**config.mk**
```make
export PLATFORM = sky130hd
export DESIGN_NAME = sha1_stream_hasher_unit
export DESIGN_NICKNAME = d
export VERILOG_FILES = /design/src/hw/rtl/sha1sh_pkg.sv /design/src/hw/rtl/sha1sh_round.sv /design/src/hw/rtl/sha1sh_compress.sv /design/src/hw/rtl/sha1_stream_hasher_unit.sv
export SDC_FILE = /design/constraint.sdc
export NUM_CORES = 2
export LEC_CHECK = 0
export BUFFER_PORTS_ARGS = -buffer_cell sky130_fd_sc_hd__buf_2
export CAP_MARGIN = 20
export CORE_ASPECT_RATIO = 1.5
export CORE_MARGIN = 2
export CORE_UTILIZATION = 50
export CTS_BUF_LIST = sky130_fd_sc_hd__clkbuf_8
export CTS_CLUSTER_DIAMETER = 200
export DETAILED_ROUTE_END_ITERATION = 8
export PLACE_DENSITY = 0.74
export SLEW_MARGIN = 30
export SYNTH_ARGS = -nofsm -noshare
export SYNTH_HDL_FRONTEND = slang
export SYNTH_SLANG_ARGS = --single-unit
```
**constraint.sdc**
```tcl
create_clock -name i_clk -period 34 [get_ports i_clk]
set_input_delay 1.7 -clock i_clk [delete_from_list [all_inputs] [get_ports i_clk]]
set_output_delay 1.7 -clock i_clk [all_outputs]
set_load 0.1 [all_outputs]
```
**src/hw/rtl/sha1sh_pkg.sv**
```systemverilog
// Shared types and constants for the SHA-1 stream hasher.
// Used by every module in hw/rtl; depends on nothing.
package sha1sh_pkg;

    // Input request: one absorb byte or a finish command.
    typedef struct packed {
        logic       action;
        logic [7:0] data_byte;
    } t_in;

    // Result request: the five digest words.
    typedef struct packed {
        logic [31:0] digest_word0;
        logic [31:0] digest_word1;
        logic [31:0] digest_word2;
        logic [31:0] digest_word3;
        logic [31:0] digest_word4;
    } t_out;

    // Five working or chaining words.
    typedef struct packed {
        logic [31:0] a;
        logic [31:0] b;
        logic [31:0] c;
        logic [31:0] d;
        logic [31:0] e;
    } t_work;

    // Commands from the sequencer to the compression unit.
    typedef struct packed {
        logic start;
        logic restore;
    } t_cmp_ctl;

    // Status from the compression unit to the sequencer.
    typedef struct packed {
        logic shift;
        logic done;
    } t_cmp_sts;

    localparam logic ACT_ABSORB = 1'b0;
    localparam logic ACT_FINISH = 1'b1;

    localparam logic [7:0] PAD_MARK = 8'h80;

    localparam logic [31:0] K_ROUNDS_A = 32'h5a827999;
    localparam logic [31:0] K_ROUNDS_B = 32'h6ed9eba1;
    localparam logic [31:0] K_ROUNDS_C = 32'h8f1bbcdc;
    localparam logic [31:0] K_ROUNDS_D = 32'hca62c1d6;

    localparam t_work INIT_CHAIN = '{
        a: 32'h67452301,
        b: 32'hefcdab89,
        c: 32'h98badcfe,
        d: 32'h10325476,
        e: 32'hc3d2e1f0
    };

endpackage

```
**src/hw/rtl/sha1sh_round.sv**
```systemverilog
// One SHA-1 round: the shared arithmetic unit reused for all 80 rounds.
// Depends on sha1sh_pkg for the working-word type and round constants.
module sha1sh_round (
    input  sha1sh_pkg::t_work i_work,
    input  logic [31:0]       i_w,
    input  logic [6:0]        i_rnd,
    output sha1sh_pkg::t_work o_work
);

    logic [31:0] f;
    logic [31:0] k;
    logic [31:0] t;

    always_comb begin
        if (i_rnd < 7'd20) begin
            f = (i_work.b & i_work.c) | (~i_work.b & i_work.d);
            k = sha1sh_pkg::K_ROUNDS_A;
        end else if (i_rnd < 7'd40) begin
            f = i_work.b ^ i_work.c ^ i_work.d;
            k = sha1sh_pkg::K_ROUNDS_B;
        end else if (i_rnd < 7'd60) begin
            f = (i_work.b & i_work.c) | (i_work.b & i_work.d) | (i_work.c & i_work.d);
            k = sha1sh_pkg::K_ROUNDS_C;
        end else begin
            f = i_work.b ^ i_work.c ^ i_work.d;
            k = sha1sh_pkg::K_ROUNDS_D;
        end
        t = {i_work.a[26:0], i_work.a[31:27]} + f + i_work.e + i_w + k;
        o_work.a = t;
        o_work.b = i_work.a;
        o_work.c = {i_work.b[1:0], i_work.b[31:2]};
        o_work.d = i_work.c;
        o_work.e = i_work.d;
    end

endmodule

```
**src/hw/rtl/sha1sh_compress.sv**
```systemverilog
// Compression sequencer: working and chaining registers, round counter.
// Depends on sha1sh_pkg and instantiates sha1sh_round.
module sha1sh_compress (
    input  logic                 i_clk,
    input  logic                 i_rst_n,
    input  sha1sh_pkg::t_cmp_ctl i_ctl,
    input  logic [31:0]          i_w,
    output sha1sh_pkg::t_cmp_sts o_sts,
    output sha1sh_pkg::t_work    o_chain
);

    localparam logic [1:0] C_IDLE  = 2'd0;
    localparam logic [1:0] C_ROUND = 2'd1;
    localparam logic [1:0] C_FOLD  = 2'd2;

    logic [1:0]        r_state;
    logic [6:0]        r_rnd;
    sha1sh_pkg::t_work r_work;
    sha1sh_pkg::t_work r_chain;
    sha1sh_pkg::t_work n_work;

    sha1sh_round u_round (
        .i_work (r_work),
        .i_w    (i_w),
        .i_rnd  (r_rnd),
        .o_work (n_work)
    );

    always_ff @(posedge i_clk) begin
        if (!i_rst_n) begin
            r_state <= C_IDLE;
            r_rnd   <= '0;
            r_chain <= sha1sh_pkg::INIT_CHAIN;
        end else begin
            case (r_state)
                C_IDLE: begin
                    if (i_ctl.restore) begin
                        r_chain <= sha1sh_pkg::INIT_CHAIN;
                    end
                    if (i_ctl.start) begin
                        r_work  <= r_chain;
                        r_rnd   <= '0;
                        r_state <= C_ROUND;
                    end
                end
                C_ROUND: begin
                    r_work <= n_work;
                    r_rnd  <= r_rnd + 7'd1;
                    if (r_rnd == 7'd79) begin
                        r_state <= C_FOLD;
                    end
                end
                C_FOLD: begin
                    r_chain.a <= r_chain.a + r_work.a;
                    r_chain.b <= r_chain.b + r_work.b;
                    r_chain.c <= r_chain.c + r_work.c;
                    r_chain.d <= r_chain.d + r_work.d;
                    r_chain.e <= r_chain.e + r_work.e;
                    r_state   <= C_IDLE;
                end
                default: begin
                    r_state <= C_IDLE;
                end
            endcase
        end
    end

    assign o_sts.shift = (r_state == C_ROUND);
    assign o_sts.done  = (r_state == C_FOLD);
    assign o_chain     = r_chain;

    // A new block is only started while the unit is free.
    a_start_idle: assert property (@(posedge i_clk) disable iff (!i_rst_n)
        i_ctl.start |-> r_state == C_IDLE)
        else $error("compression started while busy");

    // The fold follows directly on the last round, round 79.
    a_fold_after_last: assert property (@(posedge i_clk) disable iff (!i_rst_n)
        r_state == C_FOLD |-> $past(r_rnd) == 7'd79)
        else $error("fold reached before the last round");

    // The round counter stays inside the 80 rounds.
    a_rnd_range: assert property (@(posedge i_clk) disable iff (!i_rst_n)
        r_state == C_ROUND |-> r_rnd < 7'd80)
        else $error("round counter out of range");

endmodule

```
**src/hw/rtl/sha1_stream_hasher_unit.sv**
```systemverilog
// SHA-1 stream hasher top level: byte buffer and schedule, padding sequencer, result register.
// Depends on sha1sh_pkg and sha1sh_compress. An absorb request that completes a 64-byte
// block is followed by the 80 rounds on the shared round unit and a fold, and new requests
// stall until then. A finish writes the padding bytes one at a time, pauses once at the
// length field, compresses each block in the same way and then emits the digest.
// Reset (i_rst_n low at a clock edge) restores the SHA-1 initial chaining words.
module sha1_stream_hasher_unit (
    input  logic             i_clk,
    input  logic             i_rst_n,
    input  logic             i_in_valid,
    output logic             o_in_stall,
    input  sha1sh_pkg::t_in  i_in_data,
    output logic             o_out_valid,
    input  logic             i_out_stall,
    output sha1sh_pkg::t_out o_out_data
);

    // Sequencer states. The padding states feed one byte per cycle into the block register
    // (but for one pause at the length field), so padding reuses the path of ordinary absorbs.
    localparam logic [2:0] S_IDLE = 3'd0;
    localparam logic [2:0] S_PADZ = 3'd1;
    localparam logic [2:0] S_PADL = 3'd2;
    localparam logic [2:0] S_HASH = 3'd3;
    localparam logic [2:0] S_EMIT = 3'd4;

    logic [2:0]           r_state;
    logic [5:0]           r_fill;
    logic [63:0]          r_len;
    logic                 r_fin;
    logic                 r_lenblk;
    logic [511:0]         r_blk;
    sha1sh_pkg::t_out     r_out;
    logic                 r_ovalid;

    logic                 in_acc;
    logic                 out_acc;
    logic [31:0]          w_head;
    logic [31:0]          w_mix;
    logic [31:0]          w_next;
    sha1sh_pkg::t_cmp_ctl cmp_ctl;
    sha1sh_pkg::t_cmp_sts cmp_sts;
    sha1sh_pkg::t_work    chain;

    // The 512-bit block register doubles as the message schedule. Bytes enter
    // at the low end, so after 64 bytes message byte 0 sits at the top and
    // word j of the block is the j-th 32-bit slice from the top. During the
    // rounds the register shifts one word per cycle: the top word is the
    // schedule word of the round, and the word fed in at the bottom is the
    // word that will be needed sixteen rounds later.
    assign w_head = r_blk[511:480];
    assign w_mix  = r_blk[95:64] ^ r_blk[255:224] ^ r_blk[447:416] ^ w_head;
    assign w_next = {w_mix[30:0], w_mix[31]};

    // A finish must wait while an earlier digest is still pending, since it
    // would overwrite the result register. Absorbs may go ahead meanwhile.
    assign o_in_stall = (r_state != S_IDLE) ||
                        (r_ovalid && (i_in_data.action == sha1sh_pkg::ACT_FINISH));
    assign in_acc     = i_in_valid && !o_in_stall;
    assign out_acc    = r_ovalid && !i_out_stall;

    // A compression starts whenever the byte written this cycle is the last
    // one of the block.
    always_comb begin
        cmp_ctl.start = 1'b0;
        case (r_state)
            S_IDLE:  cmp_ctl.start = in_acc && (r_fill == 6'd63);
            S_PADZ:  cmp_ctl.start = (r_fill == 6'd63);
            S_PADL:  cmp_ctl.start = (r_fill == 6'd63);
            default: cmp_ctl.start = 1'b0;
        endcase
        cmp_ctl.restore = (r_state == S_EMIT);
    end

    sha1sh_compress u_compress (
        .i_clk   (i_clk),
        .i_rst_n (i_rst_n),
        .i_ctl   (cmp_ctl),
        .i_w     (w_head),
        .o_sts   (cmp_sts),
        .o_chain (chain)
    );

    always_ff @(posedge i_clk) begin
        if (!i_rst_n) begin
            r_state  <= S_IDLE;
            r_fill   <= '0;
            r_len    <= '0;
            r_fin    <= 1'b0;
            r_lenblk <= 1'b0;
            r_ovalid <= 1'b0;
        end else begin
            if (out_acc) begin
                r_ovalid <= 1'b0;
            end
            case (r_state)
                S_IDLE: begin
                    if (in_acc) begin
                        r_fill <= r_fill + 6'd1;
                        if (i_in_data.action == sha1sh_pkg::ACT_FINISH) begin
                            // The pad mark is the first padding byte.
                            r_blk <= {r_blk[503:0], sha1sh_pkg::PAD_MARK};
                            r_fin <= 1'b1;
                            r_state <= (r_fill == 6'd63) ? S_HASH : S_PADZ;
                        end else begin
                            r_blk <= {r_blk[503:0], i_in_data.data_byte};
                            r_len <= r_len + 64'd8;
                            r_state <= (r_fill == 6'd63) ? S_HASH : S_IDLE;
                        end
                    end
                end
                S_PADZ: begin
                    // Zeros run to the end of the block when the pad mark
                    // landed past the length field, and then up to it.
                    if (r_fill == 6'd56) begin
                        r_lenblk <= 1'b1;
                        r_state  <= S_PADL;
                    end else begin
                        r_blk  <= {r_blk[503:0], 8'h00};
                        r_fill <= r_fill + 6'd1;
                        if (r_fill == 6'd63) begin
                            r_state <= S_HASH;
                        end
                    end
                end
                S_PADL: begin
                    // The bit length goes out most significant byte first.
                    r_blk  <= {r_blk[503:0], r_len[63:56]};
                    r_len  <= {r_len[55:0], 8'h00};
                    r_fill <= r_fill + 6'd1;
                    if (r_fill == 6'd63) begin
                        r_state <= S_HASH;
                    end
                end
                S_HASH: begin
                    if (cmp_sts.shift) begin
                        r_blk <= {r_blk[479:0], w_next};
                    end
                    if (cmp_sts.done) begin
                        if (r_lenblk) begin
                            r_state <= S_EMIT;
                        end else if (r_fin) begin
                            r_state <= S_PADZ;
                        end else begin
                            r_state <= S_IDLE;
                        end
                    end
                end
                S_EMIT: begin
                    // The chaining words are final here; the compression unit
                    // reloads the initial values at this same edge.
                    r_out.digest_word0 <= chain.a;
                    r_out.digest_word1 <= chain.b;
                    r_out.digest_word2 <= chain.c;
                    r_out.digest_word3 <= chain.d;
                    r_out.digest_word4 <= chain.e;
                    r_ovalid <= 1'b1;
                    r_fill   <= '0;
                    r_len    <= '0;
                    r_fin    <= 1'b0;
                    r_lenblk <= 1'b0;
                    r_state  <= S_IDLE;
                end
                default: begin
                    r_state <= S_IDLE;
                end
            endcase
        end
    end

    assign o_out_valid = r_ovalid;
    assign o_out_data  = r_out;

    // A digest only appears right after the emit state.
    a_emit_source: assert property (@(posedge i_clk) disable iff (!i_rst_n)
        $rose(r_ovalid) |-> $past(r_state) == S_EMIT)
        else $error("result raised outside the emit state");

    // The length bytes occupy the last eight places of the block.
    a_len_place: assert property (@(posedge i_clk) disable iff (!i_rst_n)
        r_state == S_PADL |-> r_fill[5:3] == 3'b111)
        else $error("length bytes written outside the length field");

    // The emit state is never entered while an older digest is pending.
    a_emit_free: assert property (@(posedge i_clk) disable iff (!i_rst_n)
        r_state == S_EMIT |-> !r_ovalid)
        else $error("pending digest would be overwritten");

    // The compression unit only reports completion while the sequencer waits.
    a_done_hash: assert property (@(posedge i_clk) disable iff (!i_rst_n)
        cmp_sts.done |-> r_state == S_HASH)
        else $error("compression finished outside the hash state");

endmodule
```
==> Word-level counts from Yosys, hierarchy flattened <==
Index checks and enable logic that the tools add are counted.
W data, S select, Z words.
{ "word_totals": {"wordCells": 145, "inputBits": 13, "regBits": 1077, "ram_bits": 0, "latchBits": 0, "romBits": 0, "out_inout_bits": 162, "mem_count": 0} }
{ "op_classes": {"order_cmp": 3, "multipliers": 0, "div": 0, "n_shift": 0, "n_addsub": 12, "n_eq_ne": 19, "reduce_logical": 30, "mux": 44, "n_bitwise": 13} }
{ "ops": {"columns": ["op", "n"], "rows": [
  ["$pmux W512 S4", 1],
  ["$mux W512", 3],
  ["$pmux W160 S2", 2],
  ["$mux W160", 2],
  ["$add A32 B32 Y32", 9],
  ["$pmux W64 S3", 1],
  ["$mux W32", 5],
  ["$xor A32 B32 Y32", 5],
  ["$and A32 B32 Y32", 4],
  ["$mux W64", 2],
  ["$or A32 B32 Y32", 3],
  ["$add A64 B4 Y64 const B", 1],
  ["$not A32 Y32", 1],
  ["$mux W31", 1],
  ["$pmux W6 S4", 1],
  ["$ne A2 B2 Y1 const B", 9],
  ["$mux W3", 5],
  ["$lt A7 B6 Y1 const B", 2],
  ["$pmux W7 S2", 1],
  ["$eq A6 B6 Y1 const B", 2],
  ["$mux W6", 2],
  ["$pmux W3 S4", 1],
  ["$reduce_and A2 Y1", 6],
  ["$reduce_and A3 Y1", 4],
  ["other kinds (26)", 48]
]} }

==> Logic depth before layout (Yosys ltp) <==
{ "depth": {"word_depth": 11, "mapped_depth": 25, "ltp_nobuf": 24} }

==> By module <==
From an unflattened synthesis, not the netlist that was laid out.
{ "unflattened": {"cells_unflattened": 5166, "hier_area_um2": 58310.9} }
{ "modules_own_cells": {"columns": ["mod", "seq_area_each_um2", "area_per_inst_um2", "n_inst", "cells_per_inst"], "rows": [
  ["sha1_stream_hasher_unit", 21640.8, 31605.3, 1, 2001],
  ["sha1sh_compress", 8187.9, 20014.2, 1, 2361],
  ["sha1sh_round", 0.0, 6691.4, 1, 804]
]} }

==> Worst setup path after synthesis <==
OpenSTA, ideal clock, no wires.
{ "synth_path": {"path_kind": "input -> register", "startpoint": "in i_in_data[8] (netlist bit)", "endpoint": "reg r_blk[0], enable pin", "path_stages": 4, "setup_time_ns": 0.947, "n_path_buf": 0, "path_slack_ns": 18.929, "t_required_ns": 33.053, "t_arrival_ns": 14.124, "cell_sequence": "a2111oi_2 -> nand2_1 -> a21oi_1 -> and3_1"} }
{ "synth_between": {"elab_chain_len": 6} }
{ "synth_lines": {"columns": ["item", "line", "text"], "rows": [
  ["from (decl)", "sha1_stream_hasher_unit.sv:12", "input sha1sh_pkg::t_in i_in_data,"],
  ["$logic_and A1 B1 Y1", "sha1_stream_hasher_unit.sv:57", "(r_ovalid && (i_in_data.action == sha1sh_pkg::ACT_FINISH));"],
  ["$logic_or A1 B1 Y1", "sha1_stream_hasher_unit.sv:56", "assign o_in_stall = (r_state != S_IDLE) ||"],
  ["$logic_not A1 Y1", "sha1_stream_hasher_unit.sv:58", "assign in_acc = i_in_valid && !o_in_stall;"],
  ["$logic_and A1 B1 Y1", "sha1_stream_hasher_unit.sv:58", null],
  ["$ne A2 B2 Y1 (no source line)", null, null],
  ["$reduce_and A5 Y1 (no source line)", null, null],
  ["to (signal assigned)", "sha1_stream_hasher_unit.sv:101", "r_blk <= {r_blk[503:0], sha1sh_pkg::PAD_MARK};"],
  ["to (signal assigned)", "sha1_stream_hasher_unit.sv:105", "r_blk <= {r_blk[503:0], i_in_data.data_byte};"],
  ["to (signal assigned)", "sha1_stream_hasher_unit.sv:118", "r_blk <= {r_blk[503:0], 8'h00};"],
  ["to (decl)", "sha1_stream_hasher_unit.sv:31", "logic [511:0] r_blk;"]
]} }
Every way passes these cells.
A chain may end at the register's enable or synchronous reset.

==> Worst setup path after layout <==
{ "layout_path": {"startpoint": "reg u_compress.r_rnd[3]", "endpoint": "reg u_compress.r_work[158] (netlist bit), data pin"} }
{ "layout_between": {"elab_chain_len": 9, "word_cells_on_any_way": 14, "classes_between": "add/sub: 4; order compare: 3; mux: 7"} }
{ "layout_lines": {"columns": ["item", "line", "text"], "rows": [
  ["from (decl)", "sha1sh_compress.sv:17", "logic [6:0] r_rnd;"],
  ["from (signal assigned)", "sha1sh_compress.sv:48", "r_rnd <= r_rnd + 7'd1;"],
  ["$lt A7 B6 Y1", "sha1sh_round.sv:21", "end else if (i_rnd < 7'd60) begin"],
  ["$mux W32", "sha1sh_round.sv:21", null],
  ["$mux W32", "sha1sh_round.sv:18", "end else if (i_rnd < 7'd40) begin"],
  ["$mux W32", "sha1sh_round.sv:15", "if (i_rnd < 7'd20) begin"],
  ["$add A32 B32 Y32 (3 in series)", "sha1sh_round.sv:28", "t = {i_work.a[26:0], i_work.a[31:27]} + f + i_work.e + i_w + k;"],
  ["$add A32 B32 Y32 (*)", "sha1sh_round.sv:28", null],
  ["$pmux W160 S2 (*)", "sha1sh_compress.sv:35", "case (r_state)"],
  ["to (signal assigned)", "sha1sh_compress.sv:41", "r_work <= r_chain;"],
  ["to (signal assigned)", "sha1sh_compress.sv:47", "r_work <= n_work;"],
  ["to (decl)", "sha1sh_compress.sv:18", "sha1sh_pkg::t_work r_work;"]
]} }
Every way passes the cells marked *; elsewhere a longest branch is shown, timed or not.

==> flow_summary.json <==
{
  "status": "completed",
  "die_x_um": 278.4,
  "hold_slack_ps": 493.7,
  "ant_nets": 0,
  "start_kind": "flip-flop",
  "synth-main-ff-cell": "edfxtp_1",
  "syn_area_sq_mm": 0.05647,
  "cp.required_ps": 34600,
  "wl_um": 148500,
  "fin_skew_ps": 43.43,
  "ys_warn_count": 0,
  "post_cts_buffers": 0,
  "place_congestion": 0.9588,
  "grt_pass1_wl_um": 223500,
  "cp_num_buf_inv": 4,
  "tightest_slew_ps": 984.4,
  "use_met3_pct": 3.682,
  "start_util_pct": 50.23,
  "whs_path_depth": 2,
  "area_growth_pct": 9.938,
  "netlist_instances": 4868,
  "cp.arrival_ps": 7440,
  "worstPathCellList": "and2_1 > a31oi_1 > nand2_1 > buf_4 > nand2_1 > buf_4 > nor2_1 > nor2_1 > fa_1 > fa_1 > inv_1 > fa_1 > inv_1 > ha_1 > a21o_1 > a21oi_1 > nor2b_1 > o311ai_0 > o21ai_0 > a21oi_1 > a21oi_1 > a311oi_1 > xor2_1 > o21ai_0",
  "fp-row-count": 151,
  "fin_setup_tns_ps": 0,
  "preCtsSetupSlack_ps": 26730,
  "grt.overflow.total": 0,
  "worstSetupPathType": "flip-flop to flip-flop",
  "relSlewSlack_pct": 34.37,
  "grt_pass1_vias": 37960,
  "final_max_slew_viol_count": 0,
  "wl_per_cell_um": 22.37,
  "ir_drop_mv": 0.03371,
  "io_buffers": 174,
  "grt_use_met2_pct": 44.94,
  "grt-busiest-layer": "met2",
  "cts.path.max_buffers": 3,
  "clk_pin_slew_ps": 70,
  "place_hpwl_um": 106800,
  "cts_tree": "built",
  "design.die.area_sq_mm": 0.1157,
  "cpMaxStageDelayCell": "o311ai_0",
  "die_y_um": 415.6,
  "fin_crit_sh_pct": 20.11,
  "clock_latency_ps": 900,
  "final_nets": 5407,
  "drc": 0,
  "drt_iter0_markers": 2792,
  "drive_gt1_share_pct": 18.72,
  "ys_seq_elements": 1074,
  "cts_max_level": 4,
  "r2r_cells": 24,
  "synth_edf_count": 832,
  "max_freq_mhz": 146.2,
  "maxCapViolations": 0,
  "final_common_cell": "edfxtp_1",
  "cp_top_family": "compound AO/OA/AOI/OAI gates",
  "grtUsageMet1_pct": 27.93,
  "synth_async_sr_flop_share_pct": 0,
  "syn_avg_cell_area_sq_um": 11.60,
  "cp.depth": 24,
  "p_leak_nw": 23.14,
  "track_usage_pct": 25.44,
  "cts_resized": 0,
  "fillers": 9401,
  "io_pins": 175,
  "hold_buffers": 0,
  "place_area_sq_mm": 0.05884,
  "hold_viol": 0,
  "most-common-layout-cells": "edfxtp_1 (832), nand2_1 (626), mux2_2 (480), nor2_1 (297), o21ai_0 (272)",
  "core_area_sq_mm": 0.1124,
  "layout_min_cycle_time_ps": 6838,
  "path_max_fanout": 36,
  "cts_sinks": 1074,
  "cts_made_buffers": 159,
  "ys_types": 83,
  "fin_cells": 6639,
  "ys_seq_area_share_pct": 52.82,
  "design_area_sq_mm": 0.06208,
  "setup_viol": 0,
  "max_stage_delay_ps": 610,
  "rsz0062_at_grt": "false",
  "power.density_mw_per_mm2": 41.83,
  "clockRootBuffer": "clkbuf_8",
  "hp-class": "flip-flop to flip-flop",
  "vias_per_cell": 5.806,
  "critPathCaptureType": "flip-flop",
  "setup_slack_ps": 27160,
  "vias": 38550,
  "synth_nets": 5230,
  "dr.pass1.iters": 6,
  "antenna_found_initial": 1,
  "placedCellCount": 6336,
  "grt_max_degree": 162
}
[metrics by stage]
| step | utilization (%) | total power [mW] |
|---|---|---|
| 2_1_floorplan | - | 1.568 |
| 3_3_place_gp | 52.30 | 1.574 |
| 3_5_place_dp | 52.34 | 1.578 |
| 4_1_cts | 55.17 | 2.622 |
| 5_1_grt | 55.22 | 2.680 |
| 6_report | 55.22 | 2.597 |
[report_power, final]
group / internal (mW) / switching [mW] / total, mW / leakage [nW]
clock: 0.522 / 0.526 / 1.05 / 1.80
sequential: 1.45 / 0.0213 / 1.47 / 9.28
combinational: 0.0329 / 0.0468 / 0.0797 / 12.1
total: 2.00 / 0.595 / 2.60 / 23.1
[final cells by class]
type | instances | area (sq um) | area share, %
well taps | 1453 | 1818 | 2.928
flip-flops and latches | 1074 | 29830 | 48.05
clock buffers | 179 | 2464 | 3.968
clock inverters | 119 | 710.7 | 1.145
diodes | 4 | 10.01 | 0.01612
inverters | 221 | 832.0 | 1.340
multi-input cells | 3370 | 25130 | 40.49
repair buffers | 219 | 1282 | 2.066
[cells in the mapped netlist (9+ instances only)]
cell | n | share of area, %
o22ai_1 | 51 | 0.57
nor2b_1 | 56 | 0.62
o32ai_1 | 22 | 0.34
a31oi_1 | 32 | 0.35
nor3b_1 | 13 | 0.17
edfxtp_1 | 832 | 44
o211ai_1 | 16 | 0.21
o21ai_0 | 272 | 2.4
o21bai_1 | 20 | 0.27
nand3_1 | 57 | 0.51
nor4_1 | 11 | 0.12
fa_1 | 125 | 4.4
or2_2 | 9 | 0.10
and2_1 | 17 | 0.19
or3_1 | 12 | 0.13
nor3_1 | 61 | 0.54
and3_1 | 25 | 0.28
dfxtp_1 | 242 | 8.6
mux2_2 | 480 | 9.6
nand2b_1 | 43 | 0.48
xnor2_1 | 205 | 3.2
a21oi_1 | 232 | 2.1
nand2_1 | 628 | 4.2
ha_1 | 224 | 5.0
xor2_1 | 82 | 1.3
a21o_1 | 68 | 0.90
nor2_1 | 303 | 2.0
o31ai_1 | 9 | 0.12
inv_1 | 221 | 1.5
o221ai_1 | 9 | 0.14
buf_1 | 18 | 0.12
a221oi_1 | 17 | 0.26
a22oi_1 | 64 | 0.85
o32a_1 | 9 | 0.16
o21a_1 | 29 | 0.39
a211oi_1 | 18 | 0.24
clkbuf_1 | 179 | 1.2
nand4_1 | 29 | 0.32
[worst min-delay path: stages, from the launching register on]
cell and delay [ps]:
dfxtp_1 340, a31oi_1 50, nor2_1 70
[layer usage]
layer	routed length, um	share of wire, %	vias up
met3	7200	4.8	384
met1	53770	36	18900
li1	-	-	18010
met2	75490	51	1257
met5	0	0	-
met4	12060	8.1	0
[flip-flops by register name, summed over array words and instances, names as in the netlist]
register and flops:
r_fin 1, r_state 3, u_compress.r_state 2, o_out_valid 1
u_compress.o_chain 160, u_compress.r_rnd 7, r_len 61, r_lenblk 1
r_blk 512, u_compress.r_work 160, o_out_data 160, r_fill 6
[path summary, 6_finish.rpt]
path	start	end	slack, ps
worst max register to register	u_compress.r_rnd[3]$_SDFFE_PN0N_	u_compress.r_work[158]$_DFFE_PP_	27160
worst min-delay path	r_fin$_SDFFE_PN0P_	r_fin$_SDFFE_PN0P_	490
worst min register to register	r_fin$_SDFFE_PN0P_	r_fin$_SDFFE_PN0P_	490
worst max-delay path	u_compress.r_rnd[3]$_SDFFE_PN0N_	u_compress.r_work[158]$_DFFE_PP_	27160
[cells by family (layout without fill, tap and decap cells)]
kind of cell / Yosys count / count (layout) / synth area share (%)
compound gates: 944 / 944 / 10.47
mux: 488 / 488 / 9.714
xor+xnor: 287 / 287 / 4.451
simple gates: 1302 / 1302 / 10.29
fa+ha+maj: 349 / 349 / 9.395
other cells: 0 / 4 / 0
buf+inv: 424 / 738 / 2.852
flops: 1074 / 1074 / 52.82
Power figures use the tool's default switching activity.
